[src/rtl/core/tcc_pkg.sv]
// ----------------------------------------------------------------------------
// tcc_pkg - shared types and constants of the text console cursor
// widths, character codes, command kinds, register indexes and queue types
// ----------------------------------------------------------------------------
package tcc_pkg;

  // cursor coordinate width, cursor values wrap modulo 2**COORD_W
  localparam int COORD_W = 8;

  localparam int CHAR_W    = 8;
  localparam int COLOR_W   = 32;
  localparam int GEOM_W    = 8;
  localparam int CELL_W    = 7;
  localparam int PIX_W     = 14;
  localparam int TAB_STOP  = 8;
  localparam int TAB_BITS  = 3;
  localparam int CNT_W     = 4;
  localparam int CFG_IDX_W = 2;
  localparam int CFG_DAT_W = 8;
  localparam int QDEPTH    = 2;
  localparam int QPTR_W    = (QDEPTH > 1) ? $clog2(QDEPTH) : 1;
  localparam int QCNT_W    = $clog2(QDEPTH + 1);

  // width for comparing a coordinate against a geometry register
  localparam int CMP_W  = (COORD_W > GEOM_W) ? COORD_W : GEOM_W;
  // width of a coordinate times cell size product, at least the pixel width
  localparam int PROD_W = ((COORD_W + CELL_W) > PIX_W) ? (COORD_W + CELL_W) : PIX_W;

  localparam logic [CHAR_W-1:0] CH_BACKSPACE = 8'd8;
  localparam logic [CHAR_W-1:0] CH_TAB       = 8'd9;
  localparam logic [CHAR_W-1:0] CH_NEWLINE   = 8'd10;
  localparam logic [CHAR_W-1:0] CH_SPACE     = 8'd32;

  typedef enum logic [1:0] {
    KIND_GLYPH,
    KIND_NEWLINE,
    KIND_BACKSPACE,
    KIND_TAB
  } kind_t;

  typedef enum logic [CFG_IDX_W-1:0] {
    REG_COLUMNS,
    REG_ROWS,
    REG_CELL_WIDTH,
    REG_CELL_HEIGHT
  } cfg_reg_t;

  typedef struct packed {
    logic [GEOM_W-1:0] columns;
    logic [GEOM_W-1:0] rows;
    logic [CELL_W-1:0] cell_width;
    logic [CELL_W-1:0] cell_height;
  } cfg_t;

  typedef struct packed {
    kind_t              kind;
    logic [CHAR_W-1:0]  char_code;
    logic [COLOR_W-1:0] fg;
    logic [COLOR_W-1:0] bg;
  } cmd_t;

  // one queue slot as seen at either side
  typedef struct packed {
    logic valid;
    cmd_t cmd;
  } qslot_t;

  typedef struct packed {
    logic [COORD_W-1:0] col;
    logic [COORD_W-1:0] row;
  } cursor_t;

endpackage

[src/rtl/core/tcc_in_if.sv]
// ----------------------------------------------------------------------------
// tcc_in_if - character request channel
// valid/ready channel carrying one character and its colors
// ----------------------------------------------------------------------------
interface tcc_in_if;
  import tcc_pkg::*;

  logic               valid;
  logic               ready;
  logic [CHAR_W-1:0]  char_code;
  logic [COLOR_W-1:0] fg_color;
  logic [COLOR_W-1:0] bg_color;

  modport source (output valid, char_code, fg_color, bg_color, input ready);
  modport sink   (input valid, char_code, fg_color, bg_color, output ready);
endinterface

[src/rtl/core/tcc_out_if.sv]
// ----------------------------------------------------------------------------
// tcc_out_if - cell draw request channel
// valid/ready channel carrying one cell draw
// ----------------------------------------------------------------------------
interface tcc_out_if;
  import tcc_pkg::*;

  logic               valid;
  logic               ready;
  logic [PIX_W-1:0]   pixel_x;
  logic [PIX_W-1:0]   pixel_y;
  logic [CHAR_W-1:0]  glyph;
  logic [COLOR_W-1:0] draw_fg;
  logic [COLOR_W-1:0] draw_bg;
  logic               last;

  modport source (output valid, pixel_x, pixel_y, glyph, draw_fg, draw_bg, last,
                  input ready);
  modport sink   (input valid, pixel_x, pixel_y, glyph, draw_fg, draw_bg, last,
                  output ready);
endinterface

[src/rtl/core/tcc_front.sv]
// ----------------------------------------------------------------------------
// tcc_front - request intake and classification
// registers each incoming character and tags it as glyph, newline,
// backspace or tab before it enters the command queue
// ----------------------------------------------------------------------------
module tcc_front (
  input  logic            clk,
  input  logic            rst_n,
  tcc_in_if.sink          in_ch,
  output tcc_pkg::qslot_t push,
  input  logic            push_ready
);
  import tcc_pkg::*;

  logic  hold_valid_r, hold_valid_nxt;
  cmd_t  hold_cmd_r, hold_cmd_nxt;
  kind_t kind;

  always_comb begin
    case (in_ch.char_code)
      CH_NEWLINE:   kind = KIND_NEWLINE;
      CH_BACKSPACE: kind = KIND_BACKSPACE;
      CH_TAB:       kind = KIND_TAB;
      default:      kind = KIND_GLYPH;
    endcase
  end

  assign in_ch.ready = !hold_valid_r || push_ready;

  always_comb begin
    hold_valid_nxt = hold_valid_r;
    hold_cmd_nxt   = hold_cmd_r;
    if (in_ch.ready) begin
      hold_valid_nxt = in_ch.valid;
      if (in_ch.valid) begin
        hold_cmd_nxt.kind      = kind;
        hold_cmd_nxt.char_code = in_ch.char_code;
        hold_cmd_nxt.fg        = in_ch.fg_color;
        hold_cmd_nxt.bg        = in_ch.bg_color;
      end
    end
  end

  always_ff @(posedge clk) begin
    if (!rst_n) begin
      hold_valid_r <= 1'b0;
    end else begin
      hold_valid_r <= hold_valid_nxt;
    end
  end

  always_ff @(posedge clk) begin
    hold_cmd_r <= hold_cmd_nxt;
  end

  assign push.valid = hold_valid_r;
  assign push.cmd   = hold_cmd_r;

endmodule

[src/rtl/core/tcc_queue.sv]
// ----------------------------------------------------------------------------
// tcc_queue - command queue between intake and cursor engine
// small register fifo, head visible without a read cycle
// ----------------------------------------------------------------------------
module tcc_queue (
  input  logic            clk,
  input  logic            rst_n,
  input  tcc_pkg::qslot_t push,
  output logic            push_ready,
  output tcc_pkg::qslot_t head,
  input  logic            pop
);
  import tcc_pkg::*;

  cmd_t              slot_r [QDEPTH];
  logic [QPTR_W-1:0] wr_ptr_r, wr_ptr_nxt;
  logic [QPTR_W-1:0] rd_ptr_r, rd_ptr_nxt;
  logic [QCNT_W-1:0] cnt_r, cnt_nxt;
  logic              do_push, do_pop;

  function automatic logic [QPTR_W-1:0] ptr_inc(logic [QPTR_W-1:0] p);
    logic [QPTR_W-1:0] n;
    if (p == QPTR_W'(QDEPTH - 1)) n = '0;
    else                          n = p + 1'b1;
    return n;
  endfunction

  assign push_ready = (cnt_r != QCNT_W'(QDEPTH));
  assign do_push    = push.valid && push_ready;
  assign do_pop     = pop && (cnt_r != '0);

  always_comb begin
    wr_ptr_nxt = do_push ? ptr_inc(wr_ptr_r) : wr_ptr_r;
    rd_ptr_nxt = do_pop  ? ptr_inc(rd_ptr_r) : rd_ptr_r;
    cnt_nxt    = cnt_r;
    if (do_push && !do_pop)      cnt_nxt = cnt_r + 1'b1;
    else if (!do_push && do_pop) cnt_nxt = cnt_r - 1'b1;
  end

  always_ff @(posedge clk) begin
    if (!rst_n) begin
      wr_ptr_r <= '0;
      rd_ptr_r <= '0;
      cnt_r    <= '0;
    end else begin
      wr_ptr_r <= wr_ptr_nxt;
      rd_ptr_r <= rd_ptr_nxt;
      cnt_r    <= cnt_nxt;
    end
  end

  always_ff @(posedge clk) begin
    if (do_push) begin
      slot_r[wr_ptr_r] <= push.cmd;
    end
  end

  assign head.valid = (cnt_r != '0);
  assign head.cmd   = slot_r[rd_ptr_r];

`ifndef SYNTHESIS
  a_cnt_bound: assert property (@(posedge clk) disable iff (!rst_n)
    cnt_r <= QCNT_W'(QDEPTH))
    else $error("queue fill count beyond depth");

  a_pop_nonempty: assert property (@(posedge clk) disable iff (!rst_n)
    pop |-> head.valid)
    else $error("cursor engine popped an empty queue");
`endif

endmodule

[src/rtl/core/tcc_back.sv]
// ----------------------------------------------------------------------------
// tcc_back - cursor engine and draw pipeline
// keeps the cursor, walks each command one cell per cycle unless stalled,
// then scales the cell coordinates to pixels in a registered output stage
// ----------------------------------------------------------------------------
module tcc_back (
  input  logic            clk,
  input  logic            rst_n,
  input  tcc_pkg::cfg_t   cfg,
  input  tcc_pkg::qslot_t head,
  output logic            pop,
  tcc_out_if.source       out_ch
);
  import tcc_pkg::*;

  // cursor and tab progress
  cursor_t           cur_r, cur_nxt;
  logic              tab_active_r, tab_active_nxt;
  logic [CNT_W-1:0]  rem_r, rem_nxt;

  // cell stage
  logic               a_valid_r, a_valid_nxt;
  cursor_t            a_pos_r, a_pos_nxt;
  logic [CHAR_W-1:0]  a_glyph_r, a_glyph_nxt;
  logic [COLOR_W-1:0] a_fg_r, a_fg_nxt;
  logic [COLOR_W-1:0] a_bg_r, a_bg_nxt;
  logic               a_last_r, a_last_nxt;

  // pixel stage
  logic               out_valid_r, out_valid_nxt;
  logic [PIX_W-1:0]   out_x_r, out_y_r;
  logic [CHAR_W-1:0]  out_glyph_r;
  logic [COLOR_W-1:0] out_fg_r, out_bg_r;
  logic               out_last_r;

  logic              a_ready, b_ready;
  logic [GEOM_W-1:0] eff_cols, eff_rows;
  cursor_t           bs_pos, step_pos, nl_pos;
  logic [CNT_W-1:0]  tab_cnt;
  logic [PROD_W-1:0] prod_x, prod_y;

  function automatic cursor_t wrap_cursor(cursor_t c, logic [GEOM_W-1:0] ncol,
                                          logic [GEOM_W-1:0] nrow);
    cursor_t w;
    w = c;
    if (CMP_W'(w.col) >= CMP_W'(ncol)) begin
      w.row = w.row + 1'b1;
      w.col = '0;
    end
    if (CMP_W'(w.row) >= CMP_W'(nrow)) begin
      w.row = '0;
    end
    return w;
  endfunction

  function automatic logic [COORD_W-1:0] geom_last(logic [GEOM_W-1:0] n);
    logic [CMP_W-1:0] v;
    v = CMP_W'(n - 1'b1);
    return v[COORD_W-1:0];
  endfunction

  assign eff_cols = (cfg.columns == '0) ? GEOM_W'(1) : cfg.columns;
  assign eff_rows = (cfg.rows == '0)    ? GEOM_W'(1) : cfg.rows;

  assign b_ready = !out_valid_r || out_ch.ready;
  assign a_ready = !a_valid_r || b_ready;

  // backspace target cell, before the overflow checks
  always_comb begin
    bs_pos = cur_r;
    if (cur_r.col == '0) begin
      bs_pos.col = geom_last(eff_cols);
      if (cur_r.row == '0) bs_pos.row = geom_last(eff_rows);
      else                 bs_pos.row = cur_r.row - 1'b1;
    end else begin
      bs_pos.col = cur_r.col - 1'b1;
    end
  end

  // one cell forward, and newline
  always_comb begin
    step_pos     = cur_r;
    step_pos.col = cur_r.col + 1'b1;
    nl_pos       = cur_r;
    nl_pos.col   = '0;
    nl_pos.row   = cur_r.row + 1'b1;
  end

  // spaces left in a tab, fixed on its first cell
  assign tab_cnt = tab_active_r ? rem_r
                 : CNT_W'(TAB_STOP) - CNT_W'(cur_r.col[TAB_BITS-1:0]);

  always_comb begin
    pop            = 1'b0;
    cur_nxt        = cur_r;
    tab_active_nxt = tab_active_r;
    rem_nxt        = rem_r;
    a_valid_nxt    = a_valid_r;
    a_pos_nxt      = a_pos_r;
    a_glyph_nxt    = a_glyph_r;
    a_fg_nxt       = a_fg_r;
    a_bg_nxt       = a_bg_r;
    a_last_nxt     = a_last_r;
    if (a_ready) begin
      a_valid_nxt = 1'b0;
      if (head.valid) begin
        a_fg_nxt = head.cmd.fg;
        a_bg_nxt = head.cmd.bg;
        case (head.cmd.kind)
          KIND_NEWLINE: begin
            cur_nxt = wrap_cursor(nl_pos, eff_cols, eff_rows);
            pop     = 1'b1;
          end
          KIND_BACKSPACE: begin
            a_valid_nxt = 1'b1;
            a_pos_nxt   = bs_pos;
            a_glyph_nxt = CH_SPACE;
            a_last_nxt  = 1'b1;
            cur_nxt     = wrap_cursor(bs_pos, eff_cols, eff_rows);
            pop         = 1'b1;
          end
          KIND_TAB: begin
            a_valid_nxt = 1'b1;
            a_pos_nxt   = cur_r;
            a_glyph_nxt = CH_SPACE;
            a_last_nxt  = (tab_cnt == CNT_W'(1));
            cur_nxt     = wrap_cursor(step_pos, eff_cols, eff_rows);
            if (tab_cnt == CNT_W'(1)) begin
              pop            = 1'b1;
              tab_active_nxt = 1'b0;
            end else begin
              tab_active_nxt = 1'b1;
              rem_nxt        = tab_cnt - 1'b1;
            end
          end
          default: begin
            a_valid_nxt = 1'b1;
            a_pos_nxt   = cur_r;
            a_glyph_nxt = head.cmd.char_code;
            a_last_nxt  = 1'b1;
            cur_nxt     = wrap_cursor(step_pos, eff_cols, eff_rows);
            pop         = 1'b1;
          end
        endcase
      end
    end
  end

  assign prod_x = PROD_W'(a_pos_r.col) * PROD_W'(cfg.cell_width);
  assign prod_y = PROD_W'(a_pos_r.row) * PROD_W'(cfg.cell_height);

  assign out_valid_nxt = b_ready ? a_valid_r : out_valid_r;

  always_ff @(posedge clk) begin
    if (!rst_n) begin
      cur_r        <= '0;
      tab_active_r <= 1'b0;
      a_valid_r    <= 1'b0;
      out_valid_r  <= 1'b0;
    end else begin
      cur_r        <= cur_nxt;
      tab_active_r <= tab_active_nxt;
      a_valid_r    <= a_valid_nxt;
      out_valid_r  <= out_valid_nxt;
    end
  end

  always_ff @(posedge clk) begin
    rem_r     <= rem_nxt;
    a_pos_r   <= a_pos_nxt;
    a_glyph_r <= a_glyph_nxt;
    a_fg_r    <= a_fg_nxt;
    a_bg_r    <= a_bg_nxt;
    a_last_r  <= a_last_nxt;
    if (b_ready) begin
      out_x_r     <= prod_x[PIX_W-1:0];
      out_y_r     <= prod_y[PIX_W-1:0];
      out_glyph_r <= a_glyph_r;
      out_fg_r    <= a_fg_r;
      out_bg_r    <= a_bg_r;
      out_last_r  <= a_last_r;
    end
  end

  assign out_ch.valid   = out_valid_r;
  assign out_ch.pixel_x = out_x_r;
  assign out_ch.pixel_y = out_y_r;
  assign out_ch.glyph   = out_glyph_r;
  assign out_ch.draw_fg = out_fg_r;
  assign out_ch.draw_bg = out_bg_r;
  assign out_ch.last    = out_last_r;

`ifndef SYNTHESIS
  a_tab_rem_range: assert property (@(posedge clk) disable iff (!rst_n)
    tab_active_r |-> (rem_r != '0) && (rem_r < CNT_W'(TAB_STOP)))
    else $error("tab remainder out of range");

  a_tab_head: assert property (@(posedge clk) disable iff (!rst_n)
    tab_active_r |-> head.valid && (head.cmd.kind == KIND_TAB))
    else $error("tab in progress without a tab at the queue head");
`endif

endmodule

[src/rtl/core/text_console_cursor.sv]
// ----------------------------------------------------------------------------
// text_console_cursor - text console cursor control
// turns a stream of characters into cell draw requests on a character grid
// ----------------------------------------------------------------------------
// Each character request on in_ch moves a cursor on a grid of columns by rows
// cells and produces zero or more draw requests on out_ch, each with the cell's
// top left pixel, the glyph and the request's colors, last set on the final
// draw of a character. A glyph draws once and advances; a backspace steps back
// (wrapping to the last column of the previous row, and from row 0 to the last
// row) and draws a space; a tab draws one to eight spaces up to the next
// multiple of eight; a newline draws nothing. The cursor engine handles one
// cell per clock while out_ch is not stalled; the intake stage and a two entry
// command queue keep accepting while a tab is being expanded or out_ch is
// stalled. A request passes the intake register, the queue, the cell stage
// and the pixel multiply stage before its first draw. The user must write the
// geometry registers through cfg_* only while the block is idle; the block
// itself does not enforce this. A columns or rows value of 0 acts as 1.
// ----------------------------------------------------------------------------
module text_console_cursor (
  input  logic                          clk,
  input  logic                          rst_n,
  input  logic                          cfg_we,
  input  logic [tcc_pkg::CFG_IDX_W-1:0] cfg_index,
  input  logic [tcc_pkg::CFG_DAT_W-1:0] cfg_wdata,
  tcc_in_if.sink                        in_ch,
  tcc_out_if.source                     out_ch
);
  import tcc_pkg::*;

  // geometry registers
  cfg_t cfg_r, cfg_nxt;

  // front to queue, queue to back
  qslot_t push, head;
  logic   push_ready, pop;

  // register writes, decoded by index
  always_comb begin
    cfg_nxt = cfg_r;
    if (cfg_we) begin
      case (cfg_reg_t'(cfg_index))
        REG_COLUMNS:     cfg_nxt.columns     = cfg_wdata[GEOM_W-1:0];
        REG_ROWS:        cfg_nxt.rows        = cfg_wdata[GEOM_W-1:0];
        REG_CELL_WIDTH:  cfg_nxt.cell_width  = cfg_wdata[CELL_W-1:0];
        REG_CELL_HEIGHT: cfg_nxt.cell_height = cfg_wdata[CELL_W-1:0];
        default:         cfg_nxt = cfg_r;
      endcase
    end
  end

  // reset geometry: 80 x 25 cells of 8 x 16 pixels
  always_ff @(posedge clk) begin
    if (!rst_n) begin
      cfg_r.columns     <= GEOM_W'(80);
      cfg_r.rows        <= GEOM_W'(25);
      cfg_r.cell_width  <= CELL_W'(8);
      cfg_r.cell_height <= CELL_W'(16);
    end else begin
      cfg_r <= cfg_nxt;
    end
  end

  // intake: register and classify each request
  tcc_front u_front (
    .clk        (clk),
    .rst_n      (rst_n),
    .in_ch      (in_ch),
    .push       (push),
    .push_ready (push_ready)
  );

  // decouples intake from tab expansion and output stalls
  tcc_queue u_queue (
    .clk        (clk),
    .rst_n      (rst_n),
    .push       (push),
    .push_ready (push_ready),
    .head       (head),
    .pop        (pop)
  );

  // cursor engine and pixel output stage
  tcc_back u_back (
    .clk    (clk),
    .rst_n  (rst_n),
    .cfg    (cfg_r),
    .head   (head),
    .pop    (pop),
    .out_ch (out_ch)
  );

endmodule
[src/flat_wrapper.sv]
// flat-port wrapper written by rule: the top's interface ports become plain ports
module text_console_cursor_flat import tcc_pkg::*;
  (clk, rst_n, cfg_we, cfg_index, cfg_wdata, in_ch_valid, in_ch_char_code, in_ch_fg_color, in_ch_bg_color, in_ch_ready, out_ch_valid, out_ch_pixel_x, out_ch_pixel_y, out_ch_glyph, out_ch_draw_fg, out_ch_draw_bg, out_ch_last, out_ch_ready);
  tcc_in_if in_ch_i ();
  tcc_out_if out_ch_i ();
  input  logic clk;
  input  logic rst_n;
  input  logic cfg_we;
  input  logic [tcc_pkg::CFG_IDX_W-1:0] cfg_index;
  input  logic [tcc_pkg::CFG_DAT_W-1:0] cfg_wdata;
  input wire logic [$bits(in_ch_i.valid)-1:0] in_ch_valid;
  input wire logic [$bits(in_ch_i.char_code)-1:0] in_ch_char_code;
  input wire logic [$bits(in_ch_i.fg_color)-1:0] in_ch_fg_color;
  input wire logic [$bits(in_ch_i.bg_color)-1:0] in_ch_bg_color;
  output wire logic [$bits(in_ch_i.ready)-1:0] in_ch_ready;
  output wire logic [$bits(out_ch_i.valid)-1:0] out_ch_valid;
  output wire logic [$bits(out_ch_i.pixel_x)-1:0] out_ch_pixel_x;
  output wire logic [$bits(out_ch_i.pixel_y)-1:0] out_ch_pixel_y;
  output wire logic [$bits(out_ch_i.glyph)-1:0] out_ch_glyph;
  output wire logic [$bits(out_ch_i.draw_fg)-1:0] out_ch_draw_fg;
  output wire logic [$bits(out_ch_i.draw_bg)-1:0] out_ch_draw_bg;
  output wire logic [$bits(out_ch_i.last)-1:0] out_ch_last;
  input wire logic [$bits(out_ch_i.ready)-1:0] out_ch_ready;
  assign in_ch_i.valid = in_ch_valid;
  assign in_ch_i.char_code = in_ch_char_code;
  assign in_ch_i.fg_color = in_ch_fg_color;
  assign in_ch_i.bg_color = in_ch_bg_color;
  assign in_ch_ready = in_ch_i.ready;
  assign out_ch_valid = out_ch_i.valid;
  assign out_ch_pixel_x = out_ch_i.pixel_x;
  assign out_ch_pixel_y = out_ch_i.pixel_y;
  assign out_ch_glyph = out_ch_i.glyph;
  assign out_ch_draw_fg = out_ch_i.draw_fg;
  assign out_ch_draw_bg = out_ch_i.draw_bg;
  assign out_ch_last = out_ch_i.last;
  assign out_ch_i.ready = out_ch_ready;
  text_console_cursor u_core (.clk(clk), .rst_n(rst_n), .cfg_we(cfg_we), .cfg_index(cfg_index), .cfg_wdata(cfg_wdata), .in_ch(in_ch_i), .out_ch(out_ch_i));
endmodule
[config.mk]
export PLATFORM = sky130hd
export DESIGN_NAME = text_console_cursor_flat
export DESIGN_NICKNAME = d
export VERILOG_FILES = /design/src/rtl/core/tcc_pkg.sv /design/src/rtl/core/tcc_in_if.sv /design/src/rtl/core/tcc_out_if.sv /design/src/rtl/core/tcc_front.sv /design/src/rtl/core/tcc_queue.sv /design/src/rtl/core/tcc_back.sv /design/src/rtl/core/text_console_cursor.sv /design/src/flat_wrapper.sv
export SDC_FILE = /design/constraint.sdc
export NUM_CORES = 1
export LEC_CHECK = 0
export BUFFER_PORTS_ARGS = -buffer_cell sky130_fd_sc_hd__buf_4
export CAP_MARGIN = 5
export CORE_ASPECT_RATIO = 0.5
export CORE_MARGIN = 5
export CORE_UTILIZATION = 54
export DETAILED_ROUTE_END_ITERATION = 6
export MAX_ROUTING_LAYER = met4
export PLACE_DENSITY = 0.76
export SLEW_MARGIN = 20
export SYNTH_ARGS = -nofsm -noshare
export SYNTH_HDL_FRONTEND = slang
export SYNTH_HIERARCHICAL = 1
export SYNTH_SLANG_ARGS = --single-unit
[constraint.sdc]
create_clock -name clk -period 5.3 [get_ports clk]
set_clock_uncertainty 0.15 [all_clocks]
set_input_delay 1.06 -clock clk [delete_from_list [all_inputs] [get_ports clk]]
set_output_delay 1.06 -clock clk [all_outputs]
set_load 0.01 [all_outputs]
* Word-level counts from Yosys, hierarchy flattened *
Memories as Yosys holds them, arrays and structs flattened. A register that Yosys moved wholly into a read port is not among the register bits.
Index checks and enable logic that the tools add are counted.

cells by class
  reduce and logical (&&, ||, !) cells = 30
  eq/ne operators = 11
  multipliers = 2
  $add $sub $neg = 14
  bitwise operators = 2
  shift operators = 0
  order comparisons = 7
  div/mod/pow operators = 0
  multiplexer cells = 45

operators with widths
  cell                                                              count
  two-way mux 16 bit                                                14
  two-way mux 8 bit                                                 10
  greater-or-equal comparator 8 bit                                 6
  one-hot mux 16 bit (3 select lines)                               1
  adder 8 x 1 -> 8 bit, second input constant                       4
  zero test 8 bit                                                   4
  one-hot mux 16 bit (2 select lines)                               1
  subtractor 8 x 1 -> 8 bit, second input constant                  4
  multiplier 8 x 7 -> 14 bit                                        2
  == test 8 x 4 -> 1 bit, second input constant                     3
  one-hot mux 8 bit (2 select lines)                                1
  two-way mux 1 bit                                                 13
  AND reduction 2 bit                                               6
  == test 2 bit, second input constant                              4
  greater-or-equal comparator 1 x 8 -> 1 bit, first input constant  1
  one-hot mux 2 bit (3 select lines)                                1
  AND reduction 3 bit                                               2
  zero test 1 bit                                                   5
  == test 2 x 1 -> 1 bit, second input constant                     2
  == test 4 x 1 -> 1 bit, second input constant                     1
  logical AND 1 bit                                                 4
  two-way mux 2 bit                                                 2
  two-way mux 4 bit                                                 1
  AND reduction 4 bit                                               1
  13 further kinds                                                  18

storage, ports and cells
  input port bits = 87
  memories kept = 1
  bits in latches = 0
  logic and storage cells = 142
  memory bits (writable) = 148
  output and inout bits = 103
  ROM bits = 0
  bits in registers = 322

memories
  memory                 depth  width  rd ports  clocked after Yosys merged registers in  write ports  line             text
  u_core.u_queue.slot_r  2      74     1         1                                        1            tcc_queue.sv:15  cmd_t slot_r [QDEPTH];

* Depth between registers and ports, before layout *
  word-level depth = 13
  gate-level depth with buffers = 27
  depth with buffers taken out = 25

* By module *
Netlist, hierarchy kept.

by module, submodules not included
  module               sequential area each (sq um)  area each (sq um)  cells an instance  times used
  tcc_back             6206.0                        12665.9            1058               1
  tcc_queue            4544.4                        5575.3             254                1
  tcc_front            2242.2                        2323.5             84                 1
  text_console_cursor  600.6                         1151.1             114                1

* Worst setup path before layout *
OpenSTA, ideal clock, no wires.

  path kind = register -> register
  from = register u_core/u_back/cur_r[8] (netlist bit)
  to = register u_core/u_back/cur_r[3] (netlist bit)
  clock period less this slack = 5.513 ns
  arrival = 5.268 ns
  setup time = 0.096 ns
  stages on the path, launching flop included = 28
  required time = 5.054 ns
  setup slack = -0.213 ns
  path buffers = 2
  cells stage by stage = dfxtp_1 > inv_1 > ha_1 > nor3b_1 > and2_1 > buf_6 > a21oi_1 > and4_1 > o211ai_1 > a21oi_1 > o32a_1 > ha_1 > and4_1 > o21ai_0 > inv_1 > a221oi_4 > xnor2_1 > inv_1 > ha_1 > nand2b_1 > a211oi_1 > o21ai_0 > a21o_1 > a211oi_1 > clkbuf_1 > nand2_1 > mux2_2 > a31oi_1

between the ends
  word-level cells in the longest chain between the ends = 10
  elaborated cells on any way between the ends = 26
  those cells by class = 3 x add/sub; 5 x order compare; 17 x mux; 1 x reduce/logical

ends and longest elaborated chain
  what                                                                              line                            text
  from (decl)                                                                       tcc_back.sv:17                  cursor_t cur_r, cur_nxt;
  from (signal assigned)                                                            tcc_back.sv:161                 cur_r <= cur_nxt;
  subtractor 8 x 1 -> 8 bit / zero test 8 bit (equally long branches)               tcc_back.sv:76, tcc_back.sv:71
  two-way mux 8 bit                                                                 tcc_back.sv:71                  if (cur_r.col == '0) begin
  greater-or-equal comparator 8 bit / adder 8 x 1 -> 8 bit (equally long branches)  tcc_back.sv:46, tcc_back.sv:47
  two-way mux 16 bit                                                                tcc_back.sv:46                  if (CMP_W'(w.col) >= CMP_W'(ncol)) begin
  two-way mux 16 bit                                                                tcc_back.sv:109                 case (head.cmd.kind)
  two-way mux 16 bit                                                                tcc_back.sv:106                 if (head.valid) begin
  two-way mux 16 bit                                                                tcc_back.sv:104                 if (a_ready) begin
  greater-or-equal comparator 8 bit                                                 tcc_back.sv:50                  if (CMP_W'(w.row) >= CMP_W'(nrow)) begin
  two-way mux 8 bit                                                                 tcc_back.sv:50
  one-hot mux 16 bit (3 select lines) *                                             tcc_back.sv:109

Mark *: on every way between the ends. The rest lies on a longest branch, timed or not. The select of a mux whose other input is x is not followed.
A chain may end at the register's enable or synchronous reset.

* Worst setup path after layout *
  from = register u_core/u_back/cur_r[9] (netlist bit)
  to = register u_core/u_back/cur_r[3] (netlist bit)

Same word-level chain as after synthesis.

==> impl_metrics.csv <==
group,metric,value,unit
sta,worst_slew_pin_slew,1.08,ns
route,wire_per_inst,18.8,um
status,status,"completed",
global_route,antenna_found_initial,0,
clock_tree,cts_buffers,42,
finish,fillers,2922,
sta,drv_slew,0,
clock_tree,cts_root_buf,"clkbuf_16",
place,gp_congestion,0.922,
logic_synthesis,syn-num-nets,1765,
finish,final-seq-area,0.0136,mm^2
worst_setup_path,cpLargestDelayFamily,"compound AO/OA/AOI/OAI gates",
logic_synthesis,synth_edf_count,416,
logic_synthesis,synth-xor-area-share,0.0254,
finish,nets,2017,
floorplan,chipHeight,152,um
floorplan,start_util,0.552,
power_and_ir_drop,powerDensity,571,mW/mm^2
power_and_ir_drop,vdd_drop_max,363,uV
logic_synthesis,synth_compound_area_frac,0.0581,
clock_tree,clockBufferDepth,3,
floorplan,rows,51,
worst_setup_path,worst_ep_arrival_time,5.41,ns
sta,whs,0.267,ns
power_and_ir_drop,clkPwrFrac,0.199,
worst_setup_path,cp-end-kind,"flip-flop",
power_and_ir_drop,total_power,14.6,mW
place,pre_cts_ws,-0.0319,ns
sta,maxSlewHeadroom,0.279,
finish,drive_gt1_frac,0.252,
clock_tree,clock_sinks,471,
worst_setup_path,cp_max_fo,5,
global_route,grt_pass1_vias,12700,
sta,finalSetupViolCount,0,
min_path,hold_path.class,"reg -> reg",
logic_synthesis,synth.distinct_cells,88,
route,routed_wl,43.7,mm
worst_setup_path,crit_type,"reg -> reg",
logic_synthesis,ys_seq_area_frac,0.626,
route,via_per_inst,5.38,
floorplan,io_pins,190,
logic_synthesis,syn_inst,1510,
worst_setup_path,critPathSlowestCell,"o32a_1",
worst_setup_path,slowest_delay,0.37,ns
logic_synthesis,syn_area,0.0217,mm^2
floorplan,design.core.area,0.0393,mm^2
worst_setup_path,cp-start-kind,"flip-flop",
power_and_ir_drop,p_sw,5.01,mW
sta,finalHoldViolCount,0,
job,max_cap_viol_count,0,
place,hpwl,29.6,mm
logic_synthesis,synth_mux_area_frac,0.0610,
power_and_ir_drop,power.internal,9.59,mW
finish,diodes,0,
finish,postLayoutCoreUtil,0.651,
floorplan,die_w,294,um
sta,fin_crit,5.08,ns
floorplan,die-area,0.0446,mm^2
global_route,grt_use_total,0.199,
route,drtIter0Drc,788,
finish,multi_input_area,0.00764,mm^2
global_route,grt_max_degree,75,
sta,fin_crit_sh,0.958,
power_and_ir_drop,power_leakage,10.3,nW
power_and_ir_drop,swShare,0.343,
global_route,grt_pass1_wl,69.3,mm
finish,area_growth,17.8,%
worst_setup_path,cp.required,5.63,ns
logic_synthesis,yosys_register_bits,471,
logic_synthesis,yosysWarningCount,6,
route,drcViolationCount,0,
route,ant_nets,0,
route,dr.pass1.iters,5,
sta,fmax,0.197,GHz
global_route,grt_overflow_total,0,
logic_synthesis,synth-simple-area-share,0.0830,
clock_tree,cts_tree,"yes",
power_and_ir_drop,pwr-share-seq,0.388,
route,vias,12500,
power_and_ir_drop,comb_power_share,0.413,
sta,setup_ws,0.221,ns
clock_tree,htree_num_levels,2,
clock_tree,worstSkewPairLatency,0.57,ns
logic_synthesis,synth_top_family_by_area,"adder cells",
place,io_buffers,189,
sta,tns,0,ns
logic_synthesis,synthFlopType,"edfxtp_1",
worst_setup_path,worstPathBufferInverterCount,6,
clock_tree,path_clk_slew,0.07,ns
logic_synthesis,async_reset_ff_frac,0,
logic_synthesis,syn_avg_cell_area,14.4,um^2
logic_synthesis,synth-adder-area-share,0.116,
path summary, 6_finish.rpt:
path         slack [ns]                                    endpoint                                start  cells after the start
max                0.22         u_core/u_back/cur_r[3]$_SDFFE_PN0P_  u_core/u_back/cur_r[9]$_SDFFE_PN0P_                     28
max reg2reg        0.22         u_core/u_back/cur_r[3]$_SDFFE_PN0P_  u_core/u_back/cur_r[9]$_SDFFE_PN0P_                     28
min reg2reg        0.27  u_core/u_back/out_ch.draw_fg[15]$_DFFE_PP_   u_core/u_back/a_fg_r[15]$_DFFE_PP_                      0
min                0.27  u_core/u_back/out_ch.draw_fg[15]$_DFFE_PP_   u_core/u_back/a_fg_r[15]$_DFFE_PP_                      0
state kept, by name, summed over array words and instances, names as in the netlist, 2 cells and up, named ones only:
signal and flops:
u_core/u_queue/slot_r 148, u_core/u_front/push 74, u_core/u_back/a_bg_r 32, u_core/u_back/a_fg_r 32, u_core/u_back/out_ch.draw_bg 32, u_core/u_back/out_ch.draw_fg 32
u_core/cfg_r 30, u_core/u_back/a_pos_r 16, u_core/u_back/cur_r 16, u_core/u_back/out_ch.pixel_x 14, u_core/u_back/out_ch.pixel_y 14, u_core/u_back/a_glyph_r 8
u_core/u_back/out_ch.glyph 8, u_core/u_back/rem_r 4, u_core/u_queue/cnt_r 2
cell usage after synthesis, types with 4 or more instances:
cell | instances | share of area
edfxtp_1 | 416 | 0.58
nand2_1 | 133 | 0.023
ha_1 | 112 | 0.065
inv_1 | 111 | 0.019
mux2_2 | 84 | 0.044
and2_1 | 67 | 0.019
fa_1 | 56 | 0.052
dfxtp_1 | 55 | 0.051
xnor2_1 | 48 | 0.019
a21oi_1 | 46 | 0.011
nor2_1 | 42 | 0.0073
o21ai_0 | 36 | 0.0083
mux2i_1 | 35 | 0.016
clkbuf_1 | 22 | 0.0038
nand3_1 | 17 | 0.0039
xor2_1 | 15 | 0.0060
a21o_1 | 14 | 0.0048
nor2b_1 | 14 | 0.0040
nor3_1 | 11 | 0.0025
a31oi_1 | 10 | 0.0029
buf_2 | 10 | 0.0023
nand2b_1 | 10 | 0.0029
and3_1 | 9 | 0.0026
buf_4 | 8 | 0.0028
a221oi_1 | 7 | 0.0028
o21bai_1 | 7 | 0.0024
or3_1 | 7 | 0.0020
a211oi_1 | 6 | 0.0021
o211ai_1 | 6 | 0.0021
nand4_1 | 5 | 0.0014
o21a_1 | 5 | 0.0017
nor4_1 | 4 | 0.0012
o311a_1 | 4 | 0.0018
or2_2 | 4 | 0.0012
cells by family after synthesis:
kind of cell,count (synthesis)
DFF,471
and+or+nand+nor,347
AOI/OAI and AO/OA,182
adders and majority gates,168
buffers and inverters,158
muxes,121
xor gates and xnor gates,63
per-stage QoR:
stage          cell area [um^2]  std cells
2_1_floorplan             21700       1510
3_3_place_gp              24000       2239
3_5_place_dp              24000       2239
4_1_cts                   25400       2320
5_1_grt                   25600       2326
6_report                  25600       2326
metal layers:
layer  track usage  vias up  part of all wire
met5             -        -                 0
met4        0.0406        0             0.016
met3        0.0309       57             0.044
met2         0.335      257              0.50
met1         0.260     6227              0.44
li1              -     5975                 -
placed cells by master, fill, tap and decap left out, types with 4 or more instances in the layout:
master / count
o311a_1: 4
mux2i_1: 35
o21ai_0: 33
nor2_1: 39
nand2b_1: 9
ha_1: 110
nor2b_1: 14
clkinv_2: 8
nor3_1: 11
nand2_1: 133
nand3_1: 17
a21oi_1: 42
xnor2_1: 47
o211ai_1: 6
xor2_1: 15
edfxtp_1: 416
clkbuf_16: 44
nand4_1: 5
fa_1: 56
a31oi_1: 9
o21bai_1: 7
a21o_1: 14
mux2_2: 83
a221oi_1: 7
o21a_1: 5
inv_1: 107
and3_1: 8
dfxtp_1: 52
and2_1: 65
buf_4: 249
clkbuf_1: 12
or2_2: 4
clkinv_1: 9
or3_1: 7
area by class of cell:
cell class                 instances  area share
sequential                       471       0.532
multi-input combinational        881       0.299
timing repair buffer             253      0.0755
clock buffer                      57      0.0454
tap                              530      0.0259
inverter                         113      0.0168
clock inverter                    21     0.00592
power by group through the flow:
stage | Clock (mW) | Sequential [mW] | Combinational (mW)
floorplan | 0 | 5.80 | 3.31
global placement | 0 | 5.69 | 5.34
detailed placement | 0 | 5.74 | 5.36
CTS | 3.00 | 5.67 | 5.51
global route | 3.17 | 5.76 | 6.58
finish | 2.91 | 5.67 | 6.03
timing repair:
action | 4_1_cts | 5_1_grt
buffers inserted | 3 | 5
gates resized for setup | 5 | 30
endpoints found under the setup margin | 3 | 8
pin swaps | 2 | 22
hold buffers | 0 | 0
Note: power is estimated with default switching activity, not from simulation.
